[src/sv/hmas_pkg.sv]
`timescale 1ns / 1ps

package hmas_pkg;

    localparam int GRID_CELLS_DEF = 16384;

    localparam int CFG_AW = 5;

    localparam logic [7:0]  RST_GRID_WIDTH  = 8'd128;
    localparam logic [7:0]  RST_GRID_HEIGHT = 8'd128;
    localparam logic [31:0] RST_ORIGIN_X    = 32'd0;
    localparam logic [31:0] RST_ORIGIN_Y    = 32'd0;
    localparam logic [31:0] RST_CELL_SCALE  = 32'd65536;

    typedef enum logic {
        OP_WRITE = 1'b0,
        OP_QUERY = 1'b1
    } t_op;

    typedef enum logic [2:0] {
        REG_GRID_WIDTH  = 3'd0,
        REG_GRID_HEIGHT = 3'd1,
        REG_ORIGIN_X    = 3'd2,
        REG_ORIGIN_Y    = 3'd3,
        REG_CELL_SCALE  = 3'd4
    } t_reg_idx;

    typedef struct packed {
        logic [7:0]  grid_width;
        logic [7:0]  grid_height;
        logic [31:0] origin_x;
        logic [31:0] origin_y;
        logic [31:0] cell_scale;
    } t_cfg;

    // The three corners that carry weight: top left, the middle corner
    // (bottom left or top right, depending on the triangle) and bottom right.
    typedef enum logic [1:0] {
        C_LT  = 2'd0,
        C_MID = 2'd1,
        C_RB  = 2'd2
    } t_corner;

    typedef enum logic [3:0] {
        S_IDLE = 4'd0,
        S_MULX = 4'd1,
        S_MULY = 4'd2,
        S_CELL = 4'd3,
        S_IDX  = 4'd4,
        S_RD0  = 4'd5,
        S_RD1  = 4'd6,
        S_RD2  = 4'd7,
        S_MAC3 = 4'd8,
        S_MAC4 = 4'd9,
        S_FIN  = 4'd10
    } t_state;

    typedef struct packed {
        logic    w_en;
        logic    q_load;
        logic    mul_x;
        logic    mul_y;
        logic    cell_ld;
        logic    idx_ld;
        logic    rd_en;
        t_corner rd_sel;
        logic    mul_en;
        t_corner mul_sel;
        logic    acc_load;
        logic    acc_add;
        logic    out_ld;
    } t_dp_cmd;

    typedef struct packed {
        logic out_busy;
    } t_dp_stat;

endpackage

[src/sv/hmas_regs.sv]
`timescale 1ns / 1ps

module hmas_regs (
    input  logic                          i_clk,
    input  logic                          i_rst_n,
    input  logic                          psel,
    input  logic                          penable,
    input  logic                          pwrite,
    input  logic [hmas_pkg::CFG_AW-1:0]   paddr,
    input  logic [31:0]                   pwdata,
    output logic [31:0]                   prdata,
    output logic                          pready,
    output hmas_pkg::t_cfg                o_cfg
);

    import hmas_pkg::*;

    t_cfg     r_cfg;
    t_reg_idx w_idx;
    logic     w_wr;

    assign w_idx  = t_reg_idx'(paddr[CFG_AW-1:2]);
    assign w_wr   = psel & penable & pwrite & pready;
    assign pready = 1'b1;

    always_ff @(posedge i_clk) begin
        if (!i_rst_n) begin
            r_cfg.grid_width  <= RST_GRID_WIDTH;
            r_cfg.grid_height <= RST_GRID_HEIGHT;
            r_cfg.origin_x    <= RST_ORIGIN_X;
            r_cfg.origin_y    <= RST_ORIGIN_Y;
            r_cfg.cell_scale  <= RST_CELL_SCALE;
        end else if (w_wr) begin
            unique case (w_idx)
                REG_GRID_WIDTH:  r_cfg.grid_width  <= pwdata[7:0];
                REG_GRID_HEIGHT: r_cfg.grid_height <= pwdata[7:0];
                REG_ORIGIN_X:    r_cfg.origin_x    <= pwdata;
                REG_ORIGIN_Y:    r_cfg.origin_y    <= pwdata;
                REG_CELL_SCALE:  r_cfg.cell_scale  <= pwdata;
                default: ;
            endcase
        end
    end

    always_comb begin
        unique case (w_idx)
            REG_GRID_WIDTH:  prdata = 32'(r_cfg.grid_width);
            REG_GRID_HEIGHT: prdata = 32'(r_cfg.grid_height);
            REG_ORIGIN_X:    prdata = r_cfg.origin_x;
            REG_ORIGIN_Y:    prdata = r_cfg.origin_y;
            REG_CELL_SCALE:  prdata = r_cfg.cell_scale;
            default:         prdata = 32'd0;
        endcase
    end

    assign o_cfg = r_cfg;

endmodule

[config.mk]
export PLATFORM = sky130hd
export DESIGN_NAME = hmas_regs
export DESIGN_NICKNAME = d
export VERILOG_FILES = /design/src/sv/hmas_pkg.sv /design/src/sv/hmas_regs.sv
export SDC_FILE = /design/constraint.sdc
export NUM_CORES = 1
export LEC_CHECK = 0
export BUFFER_PORTS_ARGS = -buffer_cell sky130_fd_sc_hd__buf_2
export CORE_ASPECT_RATIO = 1.1
export CORE_MARGIN = 2
export CORE_UTILIZATION = 45
export DETAILED_ROUTE_END_ITERATION = 8
export PLACE_DENSITY = 0.81
export SYNTH_ARGS = -nofsm -noshare
export SYNTH_HDL_FRONTEND = slang
export SYNTH_SLANG_ARGS = --single-unit
[constraint.sdc]
create_clock -name i_clk -period 1.16 [get_ports i_clk]
set_clock_uncertainty 0.2 [all_clocks]
set_input_delay 0.058 -clock i_clk [delete_from_list [all_inputs] [get_ports i_clk]]
set_output_delay 0.058 -clock i_clk [all_outputs]
set_load 0.05 [all_outputs]
==> impl_metrics.py <==
metrics = {
    "power": {
        "p_per_area_nw_per_um2": 781,
        "p_leak_nw": 4.06,
        "vdd_ir_drop_max_mv": 0.922,
        "total_power_mw": 8.11,
    },
    "die": {
        "die_x_um": 105,
        "core_area_sq_um": 10900,
        "die_area_sq_um": 12000,
        "initial_core_util_pct": 46.0,
        "ios": 187,
        "row_count": 40,
        "die_y_um": 115,
    },
    "min_path": {
        "hold_path_class": "input port to flop",
        "hold_end": "o_cfg[46]$_SDFFE_PN0P_",
        "min-delay-start": "i_rst_n",
        "hold_path_depth": 4,
    },
    "critical_path": {
        "cp-end-kind": "output port",
        "crit_buf_inv": 1,
        "path_class": "flop to output port",
        "cp_slowest_cell": "dfxtp_4",
        "timing.rr.start": "o_cfg[64]$_SDFFE_PN0P_",
        "r2r_end": "o_cfg[64]$_SDFFE_PN0P_",
        "max_stage_delay_ns": 0.35,
        "required_ns": 0.90,
        "startpoint_type": "flop",
        "r2r_slack_ns": -0.04,
        "cp-startpoint": "o_cfg[39]$_SDFFE_PN0P_",
        "reg2reg_depth": 5,
        "crit_fanout": 2,
        "arrival_ns": 1.48,
        "path_cells": "mux2_2, a22oi_2, o22ai_4, buf_6",
        "cp.depth": 4,
        "critical-path-top-delay-family": "flip-flops",
    },
    "drt": {
        "via_count": 6468,
        "wl_per_cell_um": 31.1,
        "routed_wl_mm": 31.2,
        "firstDrtPassIters": 7,
        "ant_nets": 0,
        "drt_iter0_drc": 637,
        "routed_via_density": 6.46,
        "drc": 0,
    },
    "clock_network": {
        "cts_made_buffers": 9,
        "h-tree-depth": 3,
        "cts_buffer_depth": 2,
        "clock-sinks": 112,
        "clk_pin_slew_ns": 0.08,
        "clkLatencyLatePin_ns": 0.34,
        "cts-root-buf": "clkbuf_16",
        "cts_tree": "done",
    },
    "layout": {
        "largest_reg_flops": 112,
        "final_nets": 890,
        "layout-area-overhead-vs-synth_pct": 107,
        "final_area_sq_um": 10400,
        "utilization_pct": 95.3,
        "drive_gt1_share_pct": 63.5,
    },
    "timing": {
        "finalCritPeriodShare_pct": 150,
        "finalWorstSetupSlack_ns": -0.576,
        "fmax_mhz": 576,
        "hold_slack_ns": 0.0857,
        "setup_viol": 180,
        "period_minus_slack_ns": 1.74,
        "rsz0062_at_grt": "yes",
        "hold_violations": 0,
        "drv_slew": 0,
    },
    "synthesis": {
        "ys_seq_area_share_pct": 44.7,
        "ys_top_cells_by_area": "dfxtp_1 45%, mux2i_1 27%, nand2_1 12%, o21ai_0 2.4%, a22oi_1 2.4%",
        "synth_ff_type": "dfxtp_1",
        "syn-num-nets": 572,
        "yosysWarningCount": 0,
        "synth_edf_count": 0,
        "synth-seq-cells": 112,
        "synth_top_area_share_pct": 44.7,
        "netlist_area_sq_um": 5010,
        "synthCells": 530,
        "async_flop_share_pct": 0,
        "synth_top_area_cell": "dfxtp_1",
        "syn_avg_cell_area_sq_um": 9.46,
        "ys_types": 28,
    },
    "place": {
        "pre_cts_slack_ns": -0.404,
        "place_area_sq_um": 7240,
        "io_buffers": 183,
        "routabilityCongestion": 0.820,
        "place_hpwl_mm": 10.6,
    },
    "grt": {
        "antenna_found_initial": 1,
        "grt_start_max_net_pins": 66,
        "grt_pass1_vias": 5834,
        "grt_overflow_total": 0,
        "grt_util_all_layers_pct": 34.8,
        "grt_pass1_wl_mm": 32.5,
    },
    "flow_run": {
        "drv_cap": 0,
    },
    "status": {
        "failed_checks": "setup timing",
        "outcome": "complete, but fails checks",
    },
}
==> worst min-delay path, cell delays in order <==
cell	delay, ns
buf_4	0.17
buf_16	0.19
nand2_1	0.10
mux2i_2	0.07
==> metal layers <==
layer  GRT usage [%]  routed length, um  vias up
li1                -                  -     2448
met1            36.7               9810     3042
met2            66.3              14700      682
met3            6.60               3260      296
met4            17.3               3440        0
met5               0                  0        -
==> power breakdown <==
group / switching, mW / leakage [nW] / internal (mW) / total (mW)
clock network: 1.58 / 0.134 / 1.46 / 3.03
logic: 0.763 / 2.95 / 0.569 / 1.33
registers: 0.0418 / 0.980 / 3.71 / 3.75
total: 2.38 / 4.06 / 5.73 / 8.11
==> cells by family after synthesis <==
group / synth area share [%]
AOI/OAI and AO/OA: 5.94
other: 0.0748
DFF: 44.7
muxes: 28.7
buffers and inverters: 5.19
and+or+nand+nor: 15.3
==> worst max path at each step <==
stage / slack, ns / to
6_report: -0.58 / prdata[7]
2_1_floorplan: -0.11 / prdata[10]
4_1_cts: -0.51 / prdata[0]
3_3_place_gp: -0.32 / prdata[6]
3_5_place_dp: -0.40 / o_cfg[80]$_SDFFE_PN0P_
5_1_grt: -0.61 / prdata[7]
==> cell usage in the layout, fill, tap and decap left out, types with 3 or more instances in the layout <==
master         Yosys  final
mux2i_2            0     12
clkinv_2           0      3
mux2_2             8      5
buf_12             0     22
clkbuf_16          0     16
nand2_1          166    162
a22oi_2            0      8
mux2i_4            0     30
buf_6              8    142
mux2i_1          135     93
nand2_2            0      4
buf_4              9     63
o22ai_4            0      8
buf_16             0      6
dfxtp_4            0     76
o21ai_4            0     24
dlygate4sd3_1      0     34
buf_8              0     38
buf_2              4     35
mux2_4             0      3
dfxtp_2            0     36
a22oi_1           16      8
nor2b_1            4      4
==> repair_timing <==
item                                    in CTS  in global routing
endpoints found under the setup margin     169                134
hold endpoints to repair                   112                  0
buffers inserted                            20                 51
pin swaps                                   33                 11
hold buffers                                36                  0
gates resized for setup                    368                120
cloned                                       5                  8
==> synth_stat cells, types with 3 or more instances <==
master / count
nand2_1: 166
nor2b_1: 4
buf_1: 3
a22oi_1: 16
o21ai_0: 24
o22ai_1: 8
buf_2: 4
dfxtp_1: 112
mux2i_1: 135
buf_6: 8
clkbuf_1: 18
mux2_2: 8
buf_4: 9
==> stage by stage <==
stage / setup TNS [ns] / instances
global placement: -36.82 / 876
global route: -21.40 / 1001
finish: -19.17 / 1002
floorplan: -6.90 / 530
CTS: -9.90 / 952
detailed placement: -43.70 / 876
==> layout make-up <==
class,instances,area [sq um]
Timing Repair Buffer,349,3960
Multi-Input combinational cell,375,3400
Sequential cell,112,2570
Fill cell,251,515
Clock buffer,10,229
Tap cell,147,184
Clock inverter,6,36.3
Antenna cell,2,5.00
Inverter,1,3.75
Note: power is estimated with default switching activity, not from simulation.
