===== config.mk =====
export PLATFORM = sky130hd
export DESIGN_NAME = hmas_ctrl
export DESIGN_NICKNAME = d
export VERILOG_FILES = /design/src/sv/hmas_pkg.sv /design/src/sv/hmas_ctrl.sv
export SDC_FILE = /design/constraint.sdc
export NUM_CORES = 1
export LEC_CHECK = 0
export BUFFER_PORTS_ARGS = -buffer_cell sky130_fd_sc_hd__buf_2
export CORE_AREA = 5 5 42 44
export DETAILED_ROUTE_END_ITERATION = 16
export DIE_AREA = 0 0 47 49
export SLEW_MARGIN = 20
export SYNTH_ARGS = -nofsm -noshare
export SYNTH_HDL_FRONTEND = slang
export SYNTH_SLANG_ARGS = --single-unit

===== constraint.sdc =====
create_clock -name i_clk -period 2 [get_ports i_clk]
set_clock_uncertainty 0.2 [all_clocks]
set_input_delay 0.1 -clock i_clk [delete_from_list [all_inputs] [get_ports i_clk]]
set_output_delay 0.1 -clock i_clk [all_outputs]
set_load 0.005 [all_outputs]

===== src/sv/hmas_pkg.sv =====
`timescale 1ns / 1ps

package hmas_pkg;

    localparam int GRID_CELLS_DEF = 16384;

    localparam int CFG_AW = 5;

    localparam logic [7:0]  RST_GRID_WIDTH  = 8'd128;
    localparam logic [7:0]  RST_GRID_HEIGHT = 8'd128;
    localparam logic [31:0] RST_ORIGIN_X    = 32'd0;
    localparam logic [31:0] RST_ORIGIN_Y    = 32'd0;
    localparam logic [31:0] RST_CELL_SCALE  = 32'd65536;

    typedef enum logic {
        OP_WRITE = 1'b0,
        OP_QUERY = 1'b1
    } t_op;

    typedef enum logic [2:0] {
        REG_GRID_WIDTH  = 3'd0,
        REG_GRID_HEIGHT = 3'd1,
        REG_ORIGIN_X    = 3'd2,
        REG_ORIGIN_Y    = 3'd3,
        REG_CELL_SCALE  = 3'd4
    } t_reg_idx;

    typedef struct packed {
        logic [7:0]  grid_width;
        logic [7:0]  grid_height;
        logic [31:0] origin_x;
        logic [31:0] origin_y;
        logic [31:0] cell_scale;
    } t_cfg;

    // The three corners that carry weight: top left, the middle corner
    // (bottom left or top right, depending on the triangle) and bottom right.
    typedef enum logic [1:0] {
        C_LT  = 2'd0,
        C_MID = 2'd1,
        C_RB  = 2'd2
    } t_corner;

    typedef enum logic [3:0] {
        S_IDLE = 4'd0,
        S_MULX = 4'd1,
        S_MULY = 4'd2,
        S_CELL = 4'd3,
        S_IDX  = 4'd4,
        S_RD0  = 4'd5,
        S_RD1  = 4'd6,
        S_RD2  = 4'd7,
        S_MAC3 = 4'd8,
        S_MAC4 = 4'd9,
        S_FIN  = 4'd10
    } t_state;

    typedef struct packed {
        logic    w_en;
        logic    q_load;
        logic    mul_x;
        logic    mul_y;
        logic    cell_ld;
        logic    idx_ld;
        logic    rd_en;
        t_corner rd_sel;
        logic    mul_en;
        t_corner mul_sel;
        logic    acc_load;
        logic    acc_add;
        logic    out_ld;
    } t_dp_cmd;

    typedef struct packed {
        logic out_busy;
    } t_dp_stat;

endpackage


===== src/sv/hmas_ctrl.sv =====
`timescale 1ns / 1ps

module hmas_ctrl (
    input  logic                i_clk,
    input  logic                i_rst_n,
    input  logic                i_valid,
    input  logic                i_opcode,
    input  hmas_pkg::t_dp_stat  i_stat,
    output logic                o_ready,
    output hmas_pkg::t_dp_cmd   o_cmd
);

    import hmas_pkg::*;

    t_state r_state;
    t_state n_state;
    logic   w_query;

    assign w_query = i_valid && (i_opcode == OP_QUERY);

    always_ff @(posedge i_clk) begin
        if (!i_rst_n) begin
            r_state <= S_IDLE;
        end else begin
            r_state <= n_state;
        end
    end

    always_comb begin
        n_state = r_state;
        unique case (r_state)
            S_IDLE: begin
                if (w_query) begin
                    n_state = S_MULX;
                end
            end
            S_MULX: n_state = S_MULY;
            S_MULY: n_state = S_CELL;
            S_CELL: n_state = S_IDX;
            S_IDX:  n_state = S_RD0;
            S_RD0:  n_state = S_RD1;
            S_RD1:  n_state = S_RD2;
            S_RD2:  n_state = S_MAC3;
            S_MAC3: n_state = S_MAC4;
            S_MAC4: n_state = S_FIN;
            S_FIN: begin
                if (!i_stat.out_busy) begin
                    n_state = S_IDLE;
                end
            end
            default: n_state = S_IDLE;
        endcase
    end

    always_comb begin
        o_ready = 1'b0;
        o_cmd   = '0;
        unique case (r_state)
            S_IDLE: begin
                o_ready      = 1'b1;
                o_cmd.w_en   = i_valid && (i_opcode == OP_WRITE);
                o_cmd.q_load = w_query;
            end
            S_MULX: o_cmd.mul_x   = 1'b1;
            S_MULY: o_cmd.mul_y   = 1'b1;
            S_CELL: o_cmd.cell_ld = 1'b1;
            S_IDX:  o_cmd.idx_ld  = 1'b1;
            S_RD0: begin
                o_cmd.rd_en  = 1'b1;
                o_cmd.rd_sel = C_LT;
            end
            S_RD1: begin
                o_cmd.rd_en   = 1'b1;
                o_cmd.rd_sel  = C_MID;
                o_cmd.mul_en  = 1'b1;
                o_cmd.mul_sel = C_LT;
            end
            S_RD2: begin
                o_cmd.rd_en    = 1'b1;
                o_cmd.rd_sel   = C_RB;
                o_cmd.mul_en   = 1'b1;
                o_cmd.mul_sel  = C_MID;
                o_cmd.acc_load = 1'b1;
            end
            S_MAC3: begin
                o_cmd.mul_en  = 1'b1;
                o_cmd.mul_sel = C_RB;
                o_cmd.acc_add = 1'b1;
            end
            S_MAC4: o_cmd.acc_add = 1'b1;
            S_FIN:  o_cmd.out_ld  = !i_stat.out_busy;
            default: ;
        endcase
    end

endmodule


==> impl_metrics.csv, run 1 <==
group,metric,value,unit
synth,ys_top_cells_by_count,"8 x nor2_1, 6 x nand2b_1, 4 x dfxtp_1, 4 x nand2_1, 4 x nor3_1",
global_routing,grt_pass1_wl,1.25,mm
sta,fmax,611,MHz
global_routing,use_met2,12.4,%
synth,ys_types,21,
global_routing,grt_pass1_vias,318,
global_routing,grt_usage,7.74,%
cts,cts_htree_levels,1,
die,die_y,49,µm
min_path,min_path_type,"primary input to flop",
cells_and_area,reg.largest.list,"r_state x4",
detailed_routing,routed_wirelength,859,µm
synth,synth-seq-cells,4,
die,die-area,2300,µm²
cells_and_area,final_layout_size_suffix_gt1_share,40.6,%
pwr,powerDensity,574,nW/µm²
critical_path,start_kind,"flop",
synth,netlist_instances,46,
detailed_routing,drt_iter0_markers,5,
cts,clk_path_buf_depth,2,
sta,fin_crit_sh,81.8,%
sta,hold_viol,0,
detailed_routing,ant_nets,0,
cts,cts_sinks,4,
synth,ys_warn_count,0,
global_routing,met1_usage,6.78,%
sta,worst_slew_pin_slew,0.456,ns
synth,syn-num-nets,51,
synth,synth_edf_count,0,
detailed_routing,via_per_inst,4.85,
cells_and_area,largest_reg_flops,4,
pwr,max-vdd-ir-drop,0.000150,V
global_routing,antenna_found_initial,0,
cts,cts-resized-gates,0,
synth,syn_avg_cell_area,7.21,µm²
global_routing,grt_overflow,0,
synth,ys.flop_type,"dfxtp_1",
cts,clk_pin_slew,0.04,ns
detailed_routing,drc_errors,0,
critical_path,crit_path_end_kind,"output pin",
critical_path,cp.arrival,1.34,ns
cts,numCtsBuffers,3,
cts,cts_setup_buffers,0,
cts,ctsHoldBuffers,1,
cts,cts-root-buf,"clkbuf_4",
pwr,intPower,0.181,mW
synth,ys_seq_area_share,24.2,%
pwr,p_clk_share,40.8,%
global_routing,grt_start_max_net_pins,15,
cells_and_area,fill_cells,179,
cells_and_area,antennaDiodeCount,0,
synth,synth_top_area_share,24.2,%
die,initial_core_util,23.7,%
cells_and_area,syn2layout_area_growth,33.6,%
synth,yosys.area.top_type,"dfxtp_1",
die,rows,14,
critical_path,crit_type,"flop to output pin",
cts,cts_tree,"built",
critical_path,r2r_slack,0.56,ns
pwr,p_leak,0.225,nW
die,core_area,1400,µm²
pwr,swShare,28.7,%
sta,max-slew-margin-rel,69.6,%
synth,netlist_top_cells_area,"dfxtp_1 24%, nand2b_1 11%, nor2_1 9.1%",
detailed_routing,first_pass_iters,4,
sta,tns,0,ns
cells_and_area,fin_util,31.6,%
cells_and_area,ff_latch_area,80.1,µm²
critical_path,cpPeakStageDelay,0.54,ns
sta,maxSlewViolCount,0,
run,drv_cap,0,
critical_path,path_cells,"nand2b_1, nor2_1, buf_2",
sta,setup_viol,0,
synth,synth_most_common_cell,"nor2_1",
die,die_w,47,µm
synth,synthArstFlopShare,0,%
critical_path,cp_max_fo,11,
pwr,p_sw,0.0731,mW
cells_and_area,regMostFlops,"r_state",
status,status,"complete, no violations",
die,io-pin-count,21,
pwr,seqPwrFrac,38.0,%
sta,finalCriticalPeriod,1.64,ns
place,io_buffers,20,
cells_and_area,multi_input_area,206,µm²
cells_and_area,fin_nets,71,
critical_path,r2r_cells,3,
min_path,whs_path_depth,4,
detailed_routing,wl_per_cell,10.7,µm
critical_path,crit_path_top_delay_cell,"dfxtp_1",
synth,netlist_area,332,µm²
place,gp_congestion,0.708,
pwr,pwr-share-comb,21.2,%
global_routing,met3_usage,3.32,%
detailed_routing,vias,388,
cts,insertion_delay,0.24,ns
sta,grt_setup_unrepaired,"false",
global_routing,busiest_layer,"met2",
critical_path,required,1.70,ns
==> final cells by class <==
type	instances	area share (%)
tap	16	4.52
sequential	4	18.1
inverter	1	0.847
multi-input combinational	35	46.6
timing repair buffer	21	24.9
clock buffer	3	5.08
==> cell families (layout without fill, tap and decap cells) <==
kind of cell | count (synthesis) | in the layout | synth area share, %
simple gates | 28 | 28 | 45.7
xor+xnor | 1 | 1 | 2.64
buf+inv | 7 | 25 | 13.6
flops | 4 | 4 | 24.2
compound gates | 6 | 6 | 14.0
==> cells in the final DEF, fill, tap and decap left out, types with 2 or more instances in the layout <==
master    count
buf_2        20
nor2_1        8
nand2b_1      6
nand2_1       4
nor3_1        4
dfxtp_1       4
clkbuf_4      3
a21oi_1       2
==> per-layer routing <==
| metal | vias to the layer above | share of wire [%] |
|---|---|---|
| met4 | 0 | 2.2 |
| met1 | 179 | 36 |
| met3 | 4 | 10 |
| li1 | 194 | - |
| met2 | 11 | 51 |
| met5 | - | 0 |
==> worst max-delay path, delay by kind of cell (launching register included) <==
kind | cells | cell delay (ns)
buffers and inverters | 1 | 0.16
DFF | 1 | 0.54
and+or+nand+nor | 2 | 0.39
==> through the flow <==
stage	instance area (µm²)	std cells	hold WS [ns]	power, mW	worst slack [ns]
after detailed placement	410	76	0.153	0.151	0.573
after CTS	443	80	0.0269	0.259	0.355
final	443	80	0.0268	0.254	0.363
after floorplan	332	46	0.0175	0.134	0.671
after global placement	410	76	0.161	0.151	0.570
after global routing	443	80	0.0659	0.272	0.241
==> path summary, 6_finish.rpt <==
kind	from	endpoint
max	r_state[0]	o_cmd[7]
max reg2reg	r_state[1]	r_state[0]
min reg2reg	r_state[0]	r_state[0]
min	i_stat	r_state[1]
==> power groups by stage <==
| stage | Clock (mW) | Combinational, mW | Sequential [mW] |
|---|---|---|---|
| final | 0.104 | 0.0539 | 0.0967 |
| after global routing | 0.114 | 0.0605 | 0.0976 |
| after CTS | 0.108 | 0.0550 | 0.0965 |
| after detailed placement | 0 | 0.0532 | 0.0977 |
| after global placement | 0 | 0.0528 | 0.0978 |
| after floorplan | 0 | 0.0470 | 0.0872 |
Note: power is estimated with default switching activity, not from simulation.
==> run 2, diff against run 1 <==
- clock period: 2 -> 1.39 ns (I/O delays scaled with it)
==> impl_metrics.csv, run 2 (same netlist as run 1, synthesis figures left out) <==
group,metric,value,unit
run,drv_cap,0,
detailed_routing,wl_per_cell,12.5,µm
cells_and_area,fill_cells,143,
cts,insertion_delay,0.25,ns
pwr,p_leak,0.339,nW
cts,clk_pin_slew,0.05,ns
die,die_y,49,µm
cells_and_area,largest_reg_flops,4,
die,rows,14,
detailed_routing,met3_wirelength,88,µm
global_routing,grt_start_max_net_pins,10,
die,initial_core_util,23.7,%
detailed_routing,drc_errors,0,
critical_path,crit_path_end_kind,"output pin",
cells_and_area,mostFrequentLayoutCells,"19 x buf_2, 12 x buf_4, 7 x nor2_1, 5 x buf_6",
place,gp_congestion,0.725,
cells_and_area,reg.largest.list,"r_state x4",
place,dp_hpwl,718,µm
min_path,min_path_type,"primary input to flop",
detailed_routing,drt_iter0_markers,1,
detailed_routing,first_pass_iters,4,
critical_path,cpPeakStageDelay,0.35,ns
critical_path,cp.arrival,1.24,ns
sta,fmax,662,MHz
sta,tns,-0.745,ns
sta,hold_viol,0,
cells_and_area,multi_input_area,273,µm²
cells_and_area,mostFrequentLayoutCell,"buf_2",
critical_path,crit_type,"flop to output pin",
detailed_routing,route.met2.wl,656,µm
critical_path,path_cells,"buf_4, buf_6, nand2b_4, nor3_2, buf_2",
sta,finalCriticalPeriod,1.51,ns
die,core_area,1400,µm²
detailed_routing,routed_wirelength,1.20,mm
cts,cts_tree,"built",
detailed_routing,dr.max_layer_used,"met4",
cts,clk_path_buf_depth,2,
critical_path,cp_max_fo,5,
cells_and_area,regMostFlops,"r_state",
status,status,"complete, but fails checks",
critical_path,cp.buffers_inverters,3,
cells_and_area,antennaDiodeCount,0,
cells_and_area,syn2layout_area_growth,101,%
detailed_routing,ant_nets,0,
cts,cts_htree_levels,1,
status,violations,"negative setup slack",
critical_path,start_kind,"flop",
cts,numCtsBuffers,3,
critical_path,crit_family,"buffers and inverters",
global_routing,grt_pass1_wl,1.78,mm
die,die_w,47,µm
sta,max-slew-margin-rel,83.4,%
cts,cts_sinks,4,
die,die-area,2300,µm²
critical_path,crit_path_top_delay_cell,"dfxtp_4",
cells_and_area,fin_nets,87,
critical_path,required,1.12,ns
detailed_routing,via_per_inst,4.71,
sta,fin_crit_sh,109,%
die,io-pin-count,21,
sta,worst_slew_pin_slew,0.247,ns
cells_and_area,final_layout_size_suffix_gt1_share,68.8,%
global_routing,grt_pass1_vias,399,
cells_and_area,ff_latch_area,95.1,µm²
sta,whs,0.0386,ns
cts,cts-root-buf,"clkbuf_4",
global_routing,grt_usage,10.9,%
sta,grt_setup_unrepaired,"true",
place,io_buffers,20,
pwr,powerDensity,648,nW/µm²
global_routing,grt_overflow,0,
detailed_routing,vias,452,
pwr,max-vdd-ir-drop,0.000457,V
global_routing,antenna_found_initial,0,
detailed_routing,drt-met1-wl,421,µm
sta,maxSlewViolCount,0,
place,pre_cts_slack,0.0286,ns
sta,setup_viol,14,
sta,fin_ws,-0.120,ns
[run 2: changes by cell type in the layout (fill, tap and decap cells not counted), moves of 3 or more]
cell and change:
nand2b_4 +3, buf_6 +5, dfxtp_1 -4, buf_4 +12, nand2b_1 -3, dfxtp_4 +4
[run 2: final timing paths]
check	from	end	slack [ns]	depth (start not counted)
max	r_state[0]	o_cmd[0]	-0.12	5
min	i_stat	r_state[1]	0.04	4
max reg2reg	r_state[3]	r_state[0]	0.10	4
min reg2reg	r_state[0]	r_state[0]	0.36	2
[run 2: cell type report]
cell class,instances,share of cell area (%)
Timing Repair Buffer,37,37.8
Sequential cell,4,14.3
Clock buffer,3,3.38
Tap cell,16,3.01
Inverter,1,0.564
Multi-Input combinational cell,35,41.0
[run 2: repair_timing]
item	CTS	global route
hold endpoints to repair	4	0
setup endpoints to repair	14	14
pin swaps	6	8
buffers inserted	6	5
hold buffers	1	0
gates resized for setup	16	10
[run 2: metrics by stage]
step | utilization (%) | std cells | cell area [µm²] | power [mW]
2_1_floorplan | - | 46 | 332 | 0.193
3_3_place_gp | 32.0 | 81 | 448 | 0.225
3_5_place_dp | 32.0 | 81 | 448 | 0.226
4_1_cts | 41.9 | 91 | 587 | 0.410
5_1_grt | 47.5 | 96 | 666 | 0.466
6_report | 47.5 | 96 | 666 | 0.431
[run 2: worst register-to-register path, delay by kind of cell, from the launching register on]
kind	cells	cell delay, ns
AO/OA/AOI/OAI	2	0.35
flip-flops	1	0.39
buffers and inverters	2	0.24
[run 2: routing by layer]
layer | vias to the layer above | track usage, %
met5 | - | 0
met2 | 15 | 17.9
met3 | 4 | 6.64
met4 | 0 | 4.15
met1 | 210 | 10.7
li1 | 223 | -
[run 2: power breakdown]
part,internal [mW],switching [mW]
Sequential,0.119,0.0114
Combinational,0.0854,0.0615
Clock,0.0972,0.0572
